## src/sv/trs_pkg.sv

```systemverilog
// ----------------------------------------------------------------------------
// trs_pkg - shared types and constants for the triangle span rasterizer
// Widths, vertex type, setup job codes, sequencer states and divider links.
// ----------------------------------------------------------------------------
package trs_pkg;

	localparam int COORD_BITS = 12;
	localparam int DEPTH_BITS = 16;
	localparam int FRAC_BITS  = 16;
	// wide enough for every setup numerator and every edge accumulator
	localparam int FIX_BITS   = COORD_BITS + DEPTH_BITS + FRAC_BITS + 4;
	localparam int LEVEL_BITS = 9;
	localparam int COLOR_BITS = 24;
	localparam logic [LEVEL_BITS-1:0] FULL_LEVEL = LEVEL_BITS'(256);

	localparam logic OP_LOAD = 1'b0;
	localparam logic OP_STEP = 1'b1;

	typedef logic signed [FIX_BITS-1:0] fix_t;
	typedef logic signed [COORD_BITS-1:0] coord_t;
	typedef logic [DEPTH_BITS-1:0] depth_t;

	typedef struct packed {
		coord_t x;
		coord_t y;
		depth_t z;
	} vertex_t;

	typedef enum logic [1:0] {
		SEQ_IDLE,
		SEQ_ISSUE,
		SEQ_WAIT
	} seq_state_t;

	typedef enum logic [3:0] {
		JOB_SPLIT_X,
		JOB_SPLIT_Z,
		JOB_TOP_XL,
		JOB_TOP_XR,
		JOB_TOP_ZL,
		JOB_TOP_ZR,
		JOB_BOT_XL,
		JOB_BOT_XR,
		JOB_BOT_ZL,
		JOB_BOT_ZR
	} job_t;

	typedef struct packed {
		logic                  start;
		fix_t                  num;
		logic [COORD_BITS-1:0] den;
	} div_req_t;

	typedef struct packed {
		logic done;
		fix_t quo;
	} div_rsp_t;

	// truncate a fixed-point value toward zero
	function automatic fix_t fx_trunc(input fix_t a);
		fix_t bias;
		bias = fix_t'((64'd1 << FRAC_BITS) - 64'd1);
		if (a < 0)
			return (a + bias) >>> FRAC_BITS;
		return a >>> FRAC_BITS;
	endfunction

	function automatic fix_t coord_fx(input coord_t v);
		return fix_t'(v) <<< FRAC_BITS;
	endfunction

	function automatic fix_t depth_fx(input depth_t v);
		return fix_t'(v) <<< FRAC_BITS;
	endfunction

endpackage

```

## src/sv/trs_div.sv

```systemverilog
// ----------------------------------------------------------------------------
// trs_div - shared restoring divider
// Signed numerator by positive divisor, one quotient bit per cycle,
// quotient truncated toward zero. done pulses for one cycle.
// ----------------------------------------------------------------------------
module trs_div (
	input  logic              clk,
	input  logic              arst_n,
	input  trs_pkg::div_req_t req,
	output trs_pkg::div_rsp_t rsp
);

	localparam int N = trs_pkg::FIX_BITS;
	localparam int C = trs_pkg::COORD_BITS;
	localparam int CW = $clog2(N + 1);

	logic [N-1:0]  mag_q;
	logic [C-1:0]  rem_q;
	logic [C-1:0]  den_q;
	logic          neg_q;
	logic          busy_q;
	logic          done_q;
	logic [CW-1:0] cnt_q;

	logic [C:0]    trial;
	logic          ge;
	logic [C:0]    diff;

	assign trial = {rem_q, mag_q[N-1]};
	assign ge    = trial >= {1'b0, den_q};
	assign diff  = trial - {1'b0, den_q};

	always_ff @(posedge clk or negedge arst_n) begin
		if (!arst_n) begin
			busy_q <= 1'b0;
			done_q <= 1'b0;
			cnt_q  <= '0;
		end else begin
			done_q <= 1'b0;
			if (req.start) begin
				busy_q <= 1'b1;
				cnt_q  <= '0;
			end else if (busy_q) begin
				cnt_q <= cnt_q + CW'(1);
				if (cnt_q == CW'(N - 1)) begin
					busy_q <= 1'b0;
					done_q <= 1'b1;
				end
			end
		end
	end

	always_ff @(posedge clk) begin
		if (req.start) begin
			mag_q <= req.num[N-1] ? N'(-req.num) : N'(req.num);
			neg_q <= req.num[N-1];
			den_q <= req.den;
			rem_q <= '0;
		end else if (busy_q) begin
			mag_q <= {mag_q[N-2:0], ge};
			rem_q <= ge ? diff[C-1:0] : trial[C-1:0];
		end
	end

	assign rsp.done = done_q;
	assign rsp.quo  = neg_q ? -$signed(mag_q) : $signed(mag_q);

endmodule

```

## src/sv/trs_sort.sv

```systemverilog
// ----------------------------------------------------------------------------
// trs_sort - three-vertex sort by y
// Stable: vertices with equal y keep their input order.
// ----------------------------------------------------------------------------
module trs_sort (
	input  trs_pkg::vertex_t v0,
	input  trs_pkg::vertex_t v1,
	input  trs_pkg::vertex_t v2,
	output trs_pkg::vertex_t s0,
	output trs_pkg::vertex_t s1,
	output trs_pkg::vertex_t s2
);

	trs_pkg::vertex_t a;
	trs_pkg::vertex_t b;

	always_comb begin
		if (v1.y < v0.y) begin
			a = v1;
			b = v0;
		end else begin
			a = v0;
			b = v1;
		end
		if (v2.y < a.y) begin
			s0 = v2;
			s1 = a;
			s2 = b;
		end else if (v2.y < b.y) begin
			s0 = a;
			s1 = v2;
			s2 = b;
		end else begin
			s0 = a;
			s1 = b;
			s2 = v2;
		end
	end

endmodule

```

## src/sv/triangle_span_rasterizer.sv

```systemverilog
// ----------------------------------------------------------------------------
// triangle_span_rasterizer - scanline span generator for one triangle
// Load sorts vertices and sets up edges with a shared divider; steps emit spans.
// ----------------------------------------------------------------------------
// A load transaction works out the split point and the x and z slopes of
// both edges of both halves in turn on a single bit-serial divider, and no
// transaction is taken meanwhile. A degenerate load (all three y equal)
// starts no setup. A step transaction's result sits in the output register;
// a further transaction is taken once that result is taken or in the same cycle.
module triangle_span_rasterizer (
	input  logic                                clk,
	input  logic                                arst_n,
	input  logic                                in_valid,
	output logic                                in_stall,
	input  logic                                op,
	input  logic signed [trs_pkg::COORD_BITS-1:0] vx0,
	input  logic signed [trs_pkg::COORD_BITS-1:0] vy0,
	input  logic [trs_pkg::DEPTH_BITS-1:0]      vz0,
	input  logic signed [trs_pkg::COORD_BITS-1:0] vx1,
	input  logic signed [trs_pkg::COORD_BITS-1:0] vy1,
	input  logic [trs_pkg::DEPTH_BITS-1:0]      vz1,
	input  logic signed [trs_pkg::COORD_BITS-1:0] vx2,
	input  logic signed [trs_pkg::COORD_BITS-1:0] vy2,
	input  logic [trs_pkg::DEPTH_BITS-1:0]      vz2,
	input  logic [trs_pkg::LEVEL_BITS-1:0]      face_level,
	input  logic [trs_pkg::COLOR_BITS-1:0]      fill_color,
	output logic                                out_valid,
	input  logic                                out_stall,
	output logic                                has_span,
	output logic signed [trs_pkg::COORD_BITS-1:0] row,
	output logic signed [trs_pkg::COORD_BITS-1:0] span_x_left,
	output logic signed [trs_pkg::COORD_BITS-1:0] span_x_right,
	output logic [trs_pkg::DEPTH_BITS-1:0]      span_z_left,
	output logic [trs_pkg::DEPTH_BITS-1:0]      span_z_right,
	output logic [trs_pkg::LEVEL_BITS-1:0]      span_level,
	output logic [trs_pkg::COLOR_BITS-1:0]      span_color,
	output logic                                last_span,
	input  logic                                cfg_valid,
	output logic                                cfg_ready,
	input  logic                                cfg_data
);

	localparam int C = trs_pkg::COORD_BITS;
	localparam int D = trs_pkg::DEPTH_BITS;
	localparam int L = trs_pkg::LEVEL_BITS;

	trs_pkg::seq_state_t state_q, state_d;
	trs_pkg::job_t       job_q;
	trs_pkg::div_req_t   div_req;
	trs_pkg::div_rsp_t   div_rsp;

	trs_pkg::vertex_t    in_v0, in_v1, in_v2;
	trs_pkg::vertex_t    srt0, srt1, srt2;
	trs_pkg::vertex_t    vs0_q, vs1_q, vs2_q;
	trs_pkg::coord_t     sx_q;
	trs_pkg::depth_t     sz_q;
	trs_pkg::fix_t       top_slope_q [4];
	trs_pkg::fix_t       bot_slope_q [4];
	trs_pkg::fix_t       acc_q [4];
	logic signed [C:0]   row_q;
	logic                lower_q;
	logic                active_q;
	logic [L-1:0]        level_q;
	logic [trs_pkg::COLOR_BITS-1:0] color_q;
	logic                mode_q;
	logic                out_valid_q;

	logic                in_accept, load_go, step_go, seq_done, flat_top;
	logic signed [C:0]   dy01, dy02, dy12;
	logic signed [C:0]   dx02;
	logic signed [D:0]   dz02;
	logic [L-1:0]        sat_level;
	trs_pkg::fix_t       bot_start [4];
	trs_pkg::fix_t       eff_acc [4];
	trs_pkg::fix_t       eff_slope [4];
	trs_pkg::fix_t       al, ar, zl, zr;
	logic                switch_half, use_bot, swap, last;

	assign in_v0 = '{x: vx0, y: vy0, z: vz0};
	assign in_v1 = '{x: vx1, y: vy1, z: vz1};
	assign in_v2 = '{x: vx2, y: vy2, z: vz2};

	trs_sort u_sort (
		.v0 (in_v0), .v1 (in_v1), .v2 (in_v2),
		.s0 (srt0),  .s1 (srt1),  .s2 (srt2)
	);

	trs_div u_div (
		.clk    (clk),
		.arst_n (arst_n),
		.req    (div_req),
		.rsp    (div_rsp)
	);

	assign cfg_ready = 1'b1;
	assign in_stall  = (state_q != trs_pkg::SEQ_IDLE) || (out_valid_q && out_stall);
	assign in_accept = in_valid && !in_stall;
	assign load_go   = in_accept && (op == trs_pkg::OP_LOAD) && (srt2.y != srt0.y);
	assign step_go   = in_accept && (op == trs_pkg::OP_STEP);
	assign out_valid = out_valid_q;

	assign sat_level = (face_level > trs_pkg::FULL_LEVEL) ? trs_pkg::FULL_LEVEL : face_level;

	// setup differences from the sorted vertices
	assign dy01 = (C+1)'(vs1_q.y) - (C+1)'(vs0_q.y);
	assign dy02 = (C+1)'(vs2_q.y) - (C+1)'(vs0_q.y);
	assign dy12 = (C+1)'(vs2_q.y) - (C+1)'(vs1_q.y);
	assign dx02 = (C+1)'(vs2_q.x) - (C+1)'(vs0_q.x);
	assign dz02 = $signed({1'b0, vs2_q.z}) - $signed({1'b0, vs0_q.z});
	assign flat_top = (dy01 == '0);

	// sequencer
	always_comb begin
		state_d = state_q;
		case (state_q)
			trs_pkg::SEQ_IDLE:  if (load_go) state_d = trs_pkg::SEQ_ISSUE;
			trs_pkg::SEQ_ISSUE: state_d = trs_pkg::SEQ_WAIT;
			trs_pkg::SEQ_WAIT: begin
				if (div_rsp.done)
					state_d = (job_q == trs_pkg::JOB_BOT_ZR) ? trs_pkg::SEQ_IDLE
					                                        : trs_pkg::SEQ_ISSUE;
			end
			default: state_d = trs_pkg::SEQ_IDLE;
		endcase
	end

	assign seq_done = (state_q == trs_pkg::SEQ_WAIT) && div_rsp.done
	                  && (job_q == trs_pkg::JOB_BOT_ZR);

	always_comb begin
		div_req.start = (state_q == trs_pkg::SEQ_ISSUE);
		div_req.num   = '0;
		div_req.den   = dy01[C-1:0];
		case (job_q)
			trs_pkg::JOB_SPLIT_X: begin
				div_req.num = trs_pkg::fix_t'(dy01 * dx02);
				div_req.den = dy02[C-1:0];
			end
			trs_pkg::JOB_SPLIT_Z: begin
				div_req.num = trs_pkg::fix_t'(dy01 * dz02);
				div_req.den = dy02[C-1:0];
			end
			trs_pkg::JOB_TOP_XL: div_req.num = trs_pkg::coord_fx(vs1_q.x) - trs_pkg::coord_fx(vs0_q.x);
			trs_pkg::JOB_TOP_XR: div_req.num = trs_pkg::coord_fx(sx_q) - trs_pkg::coord_fx(vs0_q.x);
			trs_pkg::JOB_TOP_ZL: div_req.num = trs_pkg::depth_fx(vs1_q.z) - trs_pkg::depth_fx(vs0_q.z);
			trs_pkg::JOB_TOP_ZR: div_req.num = trs_pkg::depth_fx(sz_q) - trs_pkg::depth_fx(vs0_q.z);
			trs_pkg::JOB_BOT_XL: begin
				div_req.num = trs_pkg::coord_fx(vs2_q.x) - trs_pkg::coord_fx(vs1_q.x);
				div_req.den = dy12[C-1:0];
			end
			trs_pkg::JOB_BOT_XR: begin
				div_req.num = trs_pkg::coord_fx(vs2_q.x) - trs_pkg::coord_fx(sx_q);
				div_req.den = dy12[C-1:0];
			end
			trs_pkg::JOB_BOT_ZL: begin
				div_req.num = trs_pkg::depth_fx(vs2_q.z) - trs_pkg::depth_fx(vs1_q.z);
				div_req.den = dy12[C-1:0];
			end
			trs_pkg::JOB_BOT_ZR: begin
				div_req.num = trs_pkg::depth_fx(vs2_q.z) - trs_pkg::depth_fx(sz_q);
				div_req.den = dy12[C-1:0];
			end
			default: div_req.num = '0;
		endcase
	end

	// span datapath
	assign bot_start[0] = trs_pkg::coord_fx(vs1_q.x);
	assign bot_start[1] = trs_pkg::coord_fx(sx_q);
	assign bot_start[2] = trs_pkg::depth_fx(vs1_q.z);
	assign bot_start[3] = trs_pkg::depth_fx(sz_q);

	assign switch_half = !lower_q && (row_q >= (C+1)'(vs1_q.y));
	assign use_bot     = lower_q || switch_half;

	always_comb begin
		for (int k = 0; k < 4; k++) begin
			eff_acc[k]   = switch_half ? bot_start[k] : acc_q[k];
			eff_slope[k] = use_bot ? bot_slope_q[k] : top_slope_q[k];
		end
	end

	assign swap = eff_acc[0] >= eff_acc[1];
	assign al   = trs_pkg::fx_trunc(swap ? eff_acc[1] : eff_acc[0]);
	assign ar   = trs_pkg::fx_trunc(swap ? eff_acc[0] : eff_acc[1]);
	assign zl   = trs_pkg::fx_trunc(swap ? eff_acc[3] : eff_acc[2]);
	assign zr   = trs_pkg::fx_trunc(swap ? eff_acc[2] : eff_acc[3]);
	assign last = row_q == ((C+1)'(vs2_q.y) - (C+1)'(1));

	always_ff @(posedge clk or negedge arst_n) begin
		if (!arst_n) begin
			state_q     <= trs_pkg::SEQ_IDLE;
			job_q       <= trs_pkg::JOB_SPLIT_X;
			active_q    <= 1'b0;
			lower_q     <= 1'b0;
			mode_q      <= 1'b0;
			out_valid_q <= 1'b0;
		end else begin
			state_q <= state_d;
			if (cfg_valid && cfg_ready)
				mode_q <= cfg_data;

			if (in_accept && (op == trs_pkg::OP_LOAD)) begin
				active_q <= 1'b0;
				lower_q  <= 1'b0;
				job_q    <= trs_pkg::JOB_SPLIT_X;
			end else if ((state_q == trs_pkg::SEQ_WAIT) && div_rsp.done && !seq_done) begin
				job_q <= trs_pkg::job_t'(job_q + 4'd1);
			end

			if (seq_done) begin
				active_q <= 1'b1;
				lower_q  <= flat_top;
			end

			if (step_go && active_q) begin
				lower_q <= use_bot;
				if (last)
					active_q <= 1'b0;
			end

			if (step_go)
				out_valid_q <= 1'b1;
			else if (!out_stall)
				out_valid_q <= 1'b0;
		end
	end

	// payload registers
	always_ff @(posedge clk) begin
		if (in_accept && (op == trs_pkg::OP_LOAD)) begin
			vs0_q   <= srt0;
			vs1_q   <= srt1;
			vs2_q   <= srt2;
			level_q <= mode_q ? sat_level : trs_pkg::FULL_LEVEL;
			color_q <= fill_color;
		end

		if ((state_q == trs_pkg::SEQ_WAIT) && div_rsp.done) begin
			case (job_q)
				trs_pkg::JOB_SPLIT_X: sx_q <= vs0_q.x + div_rsp.quo[C-1:0];
				trs_pkg::JOB_SPLIT_Z: sz_q <= vs0_q.z + div_rsp.quo[D-1:0];
				trs_pkg::JOB_TOP_XL:  top_slope_q[0] <= div_rsp.quo;
				trs_pkg::JOB_TOP_XR:  top_slope_q[1] <= div_rsp.quo;
				trs_pkg::JOB_TOP_ZL:  top_slope_q[2] <= div_rsp.quo;
				trs_pkg::JOB_TOP_ZR:  top_slope_q[3] <= div_rsp.quo;
				trs_pkg::JOB_BOT_XL:  bot_slope_q[0] <= div_rsp.quo;
				trs_pkg::JOB_BOT_XR:  bot_slope_q[1] <= div_rsp.quo;
				trs_pkg::JOB_BOT_ZL:  bot_slope_q[2] <= div_rsp.quo;
				trs_pkg::JOB_BOT_ZR:  bot_slope_q[3] <= div_rsp.quo;
				default: ;
			endcase
		end

		if (seq_done) begin
			// flat top starts straight on the bottom half
			if (flat_top) begin
				row_q <= (C+1)'(vs1_q.y);
				for (int k = 0; k < 4; k++)
					acc_q[k] <= bot_start[k];
			end else begin
				row_q    <= (C+1)'(vs0_q.y);
				acc_q[0] <= trs_pkg::coord_fx(vs0_q.x);
				acc_q[1] <= trs_pkg::coord_fx(vs0_q.x);
				acc_q[2] <= trs_pkg::depth_fx(vs0_q.z);
				acc_q[3] <= trs_pkg::depth_fx(vs0_q.z);
			end
		end

		if (step_go) begin
			if (active_q) begin
				has_span     <= 1'b1;
				row          <= row_q[C-1:0];
				span_x_left  <= al[C-1:0];
				span_x_right <= ar[C-1:0];
				span_z_left  <= zl[D-1:0];
				span_z_right <= zr[D-1:0];
				span_level   <= level_q;
				span_color   <= color_q;
				last_span    <= last;
				for (int k = 0; k < 4; k++)
					acc_q[k] <= eff_acc[k] + eff_slope[k];
				row_q <= row_q + (C+1)'(1);
			end else begin
				has_span     <= 1'b0;
				row          <= '0;
				span_x_left  <= '0;
				span_x_right <= '0;
				span_z_left  <= '0;
				span_z_right <= '0;
				span_level   <= '0;
				span_color   <= '0;
				last_span    <= 1'b0;
			end
		end
	end

endmodule
```

## config.mk

```make
export PLATFORM = sky130hd
export DESIGN_NAME = triangle_span_rasterizer
export DESIGN_NICKNAME = d
export VERILOG_FILES = /design/src/sv/trs_pkg.sv /design/src/sv/trs_div.sv /design/src/sv/trs_sort.sv /design/src/sv/triangle_span_rasterizer.sv
export SDC_FILE = /design/constraint.sdc
export NUM_CORES = 2
export LEC_CHECK = 0
export ABC_AREA = 1
export BUFFER_PORTS_ARGS = -buffer_cell sky130_fd_sc_hd__buf_2
export CORE_ASPECT_RATIO = 1.1
export CORE_MARGIN = 1
export CORE_UTILIZATION = 35
export CTS_BUF_LIST = sky130_fd_sc_hd__clkbuf_4
export DETAILED_ROUTE_END_ITERATION = 7
export PLACE_DENSITY_LB_ADDON = 0.25
export SYNTH_ARGS = -nofsm -noshare
export SYNTH_HDL_FRONTEND = slang
export SYNTH_SLANG_ARGS = --single-unit
```

## constraint.sdc

```tcl
create_clock -name clk -period 11.8 [get_ports clk]
set_input_delay 3.54 -clock clk [delete_from_list [all_inputs] [get_ports clk]]
set_output_delay 3.54 -clock clk [all_outputs]
set_load 0.02 [all_outputs]
```

# Yosys cells after proc, flatten, opt, wreduce, memory -nomap -nowiden
# Memory sizes are Yosys's and may differ from the RTL's.
# Index checks and enable logic that the tools add are counted.
# word_totals
word_cells	267
output_inout_bits	106
regBits	388
mem_count	3
mem_bits_rw	576
# mem_list
memory	depth	width	rd	rd_clocked_by_memory_dff	write_ports	line	text
acc_q	4	48	4	0	4	triangle_span_rasterizer.sv:59	trs_pkg::fix_t acc_q [4];
bot_slope_q	4	48	4	0	1	triangle_span_rasterizer.sv:58	trs_pkg::fix_t bot_slope_q [4];
top_slope_q	4	48	4	0	1	triangle_span_rasterizer.sv:57	trs_pkg::fix_t top_slope_q [4];
# classes
n_addsub	30
reduce_logical	34
muxes	124
bitwise	10
n_mul	2
eq_ne	17
magnitude_cmp	11
# ops
op	n
$mux W48	30
$pmux W48 S10	1
$reduce_or A48 Y1	6
$mux W40	7
$add A48 B48 Y48	4
$lt A48 B1 Y1 const B	4
$sub A32 B32 Y33	4
$sub A28 B28 Y29	4
$neg A48 Y48	2
$add A32 B17 Y32 const B	2
$mux W16	4
$mux W12	5
$mux W1	59
$add A28 B17 Y28 const B	2
$mux W13	4
$ge A48 B48 Y1	1
$lt A12 B12 Y1	3
$sub A12 B12 Y12	3
$mul A13 B17 Y30	1
$ge A13 B12 Y1	2
$mul A13 B13 Y26	1
$sub A12 B12 Y13	2
$pmux W12 S2	1
$sub A16 B16 Y17	1
other kinds (35)	75

# Longest topological paths before layout
# depth
ltp_word	9
ltp_mapped	53

# Modules after synthesis
# A second synthesis with hierarchy kept.
# unflattened
hier_cells	10316
hier_area_um2	83067.2
# by_module_without_submodules
module	n_inst	seq_area_each_um2	area_each_um2	cells_each
triangle_span_rasterizer	1	26015.0	71624.9	8332
trs_div	1	2272.2	7228.2	1093
trs_sort	1	0.0	4214.0	891

# Least setup slack after synthesis
# OpenSTA, ideal clock, no wires.
# synth_timing
path_type	input to register
start	in out_stall
end	reg lower_q
path_buffers	0
path_slack_ps	358
path_stages	6
required_ps	11649
setup_time_ps	151
arrival_time_ps	11291
cell_sequence	nand2_1 -> nand3_1 -> nor2_1 -> inv_1 -> nand3_1 -> o221ai_1
# synth_between
elab_chain_cells	7
# synth_lines
item	line	text
start: declaration	triangle_span_rasterizer.sv:28	input logic out_stall,
$logic_and A1 B1 Y1 (*)	triangle_span_rasterizer.sv:96	assign in_stall = (state_q != trs_pkg::SEQ_IDLE) || (out_valid_q && out_stall);
$logic_or A1 B1 Y1 (*)	triangle_span_rasterizer.sv:96	
$logic_not A1 Y1 (*)	triangle_span_rasterizer.sv:97	assign in_accept = in_valid && !in_stall;
$logic_and A1 B1 Y1 (*)	triangle_span_rasterizer.sv:97	
$logic_and A1 B1 Y1	triangle_span_rasterizer.sv:99	assign step_go = in_accept && (op == trs_pkg::OP_STEP);
$logic_and A1 B1 Y1	triangle_span_rasterizer.sv:216	if (step_go && active_q) begin
$reduce_bool A3 Y1 (no line) / $mux W1 (equally long branches)	--	
end signal: assignment	triangle_span_rasterizer.sv:213	lower_q <= flat_top;
end signal: assignment	triangle_span_rasterizer.sv:217	lower_q <= use_bot;
end: declaration	triangle_span_rasterizer.sv:61	logic lower_q;
# Every way passes the cells marked *; elsewhere a longest branch is shown, timed or not.
# A chain may end at the register's enable or synchronous reset.

# Final worst setup path
# layout_timing
start	reg vs0_q[29] (netlist bit)
end	reg u_div.mag_q[4], data pin
# layout_between
elab_chain_cells	6
# layout_lines
item	line	text
start: declaration	triangle_span_rasterizer.sv:54	trs_pkg::vertex_t vs0_q, vs1_q, vs2_q;
start signal: assignment	triangle_span_rasterizer.sv:232	vs0_q <= srt0;
$sub A12 B12 Y13	triangle_span_rasterizer.sv:108	assign dx02 = (C+1)'(vs2_q.x) - (C+1)'(vs0_q.x);
$mul A13 B13 Y26	triangle_span_rasterizer.sv:136	div_req.num = trs_pkg::fix_t'(dy01 * dx02);
$pmux W48 S10 (*)	triangle_span_rasterizer.sv:134	case (job_q)
$neg A48 Y48	trs_div.sv:55	mag_q <= req.num[N-1] ? N'(-req.num) : N'(req.num);
$mux W48 (*)	trs_div.sv:55	
$mux W48 (*)	trs_div.sv:54	if (req.start) begin
end signal: assignment	trs_div.sv:55	
end signal: assignment	trs_div.sv:60	mag_q <= {mag_q[N-2:0], ge};
end: declaration	trs_div.sv:17	logic [N-1:0] mag_q;
# Marks and branches as above.

==> results.sh <==
export IMPL_met3_length_um=17600
export IMPL_cts_max_level=5
export IMPL_final_cell_mix="nand2_1, inv_1, edfxtp_1, nor2_1, a21oi_1"
export IMPL_synth_area_leaders="edfxtp_1, fa_1, ha_1, nand2_1, inv_1"
export IMPL_cp_required_ns=12.90
export IMPL_drc=0
export IMPL_met1_length_um=124000
export IMPL_hold_class="reg -> reg"
export IMPL_wl_per_cell_um=23.0
export IMPL_crit_type="reg -> reg"
export IMPL_clk_pin_slew_ns=0.06
export IMPL_final_hold_violation_count=0
export IMPL_die_height_um=502
export IMPL_firstDrtPassIters=8
export IMPL_dp_hpwl_um=238000
export IMPL_synth_top_area_frac=0.336
export IMPL_fp_dieW_um=456
export IMPL_ys_ff_latch=964
export IMPL_relSlewSlack=0.192
export IMPL_rows=183
export IMPL_io_pin_count=266
export IMPL_drv_slew=0
export IMPL_syn_to_final_growth_pct=10.8
export IMPL_overflow=0
export IMPL_initial_utilization=0.352
export IMPL_synth_cells=9541
export IMPL_clock_skew_ns=0.172
export IMPL_max_slew_worst_pin_slew_ns=1.21
export IMPL_gp_congestion=0.994
export IMPL_ctsHoldBuffers=0
export IMPL_grt_setup_unrepaired="false"
export IMPL_maxUsedRoutingLayer="met5"
export IMPL_cts_root_buf="clkbuf_4"
export IMPL_yosysSeqAreaShare=0.356
export IMPL_wl_um=302000
export IMPL_grt_pass1_vias=67600
export IMPL_syn_nets=10700
export IMPL_ys_flop_type="edfxtp_1"
export IMPL_synth_edff_count=889
export IMPL_synthesis_area_sq_mm=0.0795
export IMPL_period_share=0.881
export IMPL_clkSinkCount=964
export IMPL_synth_avg_cell_area_sq_um=8.33
export IMPL_ir_drop_mv=0.120
export IMPL_fin_area_sq_mm=0.0880
export IMPL_post_cts_buffers=0
export IMPL_grt_max_degree=96
export IMPL_drt_iter0_drc=5571
export IMPL_numCtsBuffers=297
export IMPL_cts_tree="done"
export IMPL_fin_crit_ns=10.39
export IMPL_arrival_ns=11.49
export IMPL_synth_top_area_cell="edfxtp_1"
export IMPL_io_buffers=264
export IMPL_grt_usage=0.259
export IMPL_cp_max_fo=33
export IMPL_dieArea_sq_mm=0.229
export IMPL_clk_latency_ns=1.39
export IMPL_core_sq_mm=0.226
export IMPL_crit_family="adder cells"
export IMPL_antenna_found_initial=23
export IMPL_finalSetupTns_ns=0
export IMPL_cp_common_cell="inv_1"
export IMPL_critPathBufInv=10
export IMPL_start_kind="register"
export IMPL_dr_total_vias=69300
export IMPL_final_nets=11100
export IMPL_cpMaxStageDelayCell="xnor2_1"
export IMPL_drive_gt1_frac=0.121
export IMPL_grt_pass1_wl_um=439000
export IMPL_p_leak_uw=0.0400
export IMPL_place_area_sq_mm=0.0844
export IMPL_cap_violations=0
export IMPL_powerDensity_mw_per_mm2=86.3
export IMPL_fmaxAchievable_mhz=96.2
export IMPL_status="finished clean"
export IMPL_critPathMaxStageDelay_ns=0.81
export IMPL_ys_async_sr_fraction=0.0187
export IMPL_ys_warn_count=0
export IMPL_antenna_left=0
export IMPL_wl_met2_um=144000
export IMPL_final_common_cell="nand2_1"
export IMPL_reg2reg_slack_ns=1.41
export IMPL_cts_resized=0
export IMPL_synth_cell_types=74
export IMPL_end_kind="register"
export IMPL_setup_viol=0
export IMPL_vias_per_cell=5.27
export IMPL_ctsLongestPathBuffers=4
==> report_power, final <==
part | total [uW] | switching (uW) | leakage (uW) | internal, uW
Combinational | 572 | 411 | 0.0289 | 161
Sequential | 3730 | 0.0709 | 0.00892 | 3730
Clock | 3300 | 1560 | 0.00219 | 1740
==> area by class of cell <==
class                           instances  area [sq um]
Multi-Input combinational cell       6745         44300
Clock inverter                         64           305
Fill cell                           23300        138000
Antenna cell                           24          60.1
Sequential cell                       964         28300
Tap cell                             2960          3700
Timing Repair Buffer                  376          2170
Inverter                             1570          5910
Clock buffer                          440          3300
==> cell families after synthesis <==
kind of cell / share of synthesized area
AO/OA/AOI/OAI: 0.144
multiplexers: 0.0271
AND/OR/NAND/NOR: 0.172
buffers and inverters: 0.0887
adder cells (fa/ha/maj): 0.192
flip-flops: 0.356
other: 0.0000472
XOR/XNOR: 0.0199
==> per-layer routing <==
layer  global-route usage  vias up
met5                    0        -
met4                0.131        6
met3               0.0352      587
met2                0.442     2521
met1                0.318    33300
li1                     -    32900
==> through the flow <==
step | hold slack, ns | instances | util | power [uW] | worst slack, ns
finish | 0.463 | 13100 | 0.390 | 7600 | 1.41
global route | 0.477 | 13100 | 0.390 | 7920 | 0.783
CTS | 0.462 | 13100 | 0.390 | 7680 | 1.43
detailed placement | 0.452 | 12600 | 0.374 | 4370 | 1.28
global placement | 0.449 | 12600 | 0.374 | 4360 | 1.38
floorplan | 0.429 | 9541 | - | 4190 | 0.358
==> worst paths after layout <==
kind,from,to,cells after the start
worst max-delay path,vs0_q[29]$_DFFE_PP_,u_div.mag_q[4]$_DFFE_PP_,42
worst min-delay path,acc_q[2][6]$_SDFFE_PP0P_,acc_q[2][6]$_SDFFE_PP0P_,2
worst max register to register,vs0_q[29]$_DFFE_PP_,u_div.mag_q[4]$_DFFE_PP_,42
worst min register to register,acc_q[2][6]$_SDFFE_PP0P_,acc_q[2][6]$_SDFFE_PP0P_,2
max in group asynchronous,arst_n,lower_q$_DFFE_PN0P_,1
min in group asynchronous,arst_n,active_q$_DFF_PN0_,1
==> Yosys cell counts (all sizes together) (19+ instances only) <==
master  count
a31oi      55
nand4      52
o21ai     889
inv      1562
xor2      120
o221ai     28
a21oi     797
nand2    1836
o21bai     21
nand3     301
dfxtp      57
o31ai      21
o211ai     68
xnor2      61
mux2      188
or2        88
o22ai      49
nor4       31
edfxtp    889
clkbuf    171
fa        386
nor3      104
ha        601
o21a       69
nor2      850
a21o       19
buf        91
==> state kept, by name, indices dropped and copies added, names as in the netlist, 12 cells and up <==
signal	flops
row	12
sz_q	16
color_q	24
row_q	13
u_div.rem_q	12
span_z_left	16
vs0_q	40
vs1_q	12
bot_start	28
span_x_right	12
span_x_left	12
span_color	24
span_z_right	16
u_div.mag_q	48
vs2_q	40
u_div.den_q	12
bot_slope_q	192
acc_q	192
top_slope_q	192
sx_q	12
==> worst register-to-register path, delay by kind of cell (launching register included) <==
family	cells	cell delay, ns
AO/OA/AOI/OAI	4	0.32
XOR/XNOR	2	0.96
adder cells (fa/ha/maj)	8	3.65
buffers and inverters	10	1.63
flip-flops	1	0.49
AND/OR/NAND/NOR	18	3.18
No activity file was read; power rests on OpenSTA's default activity.
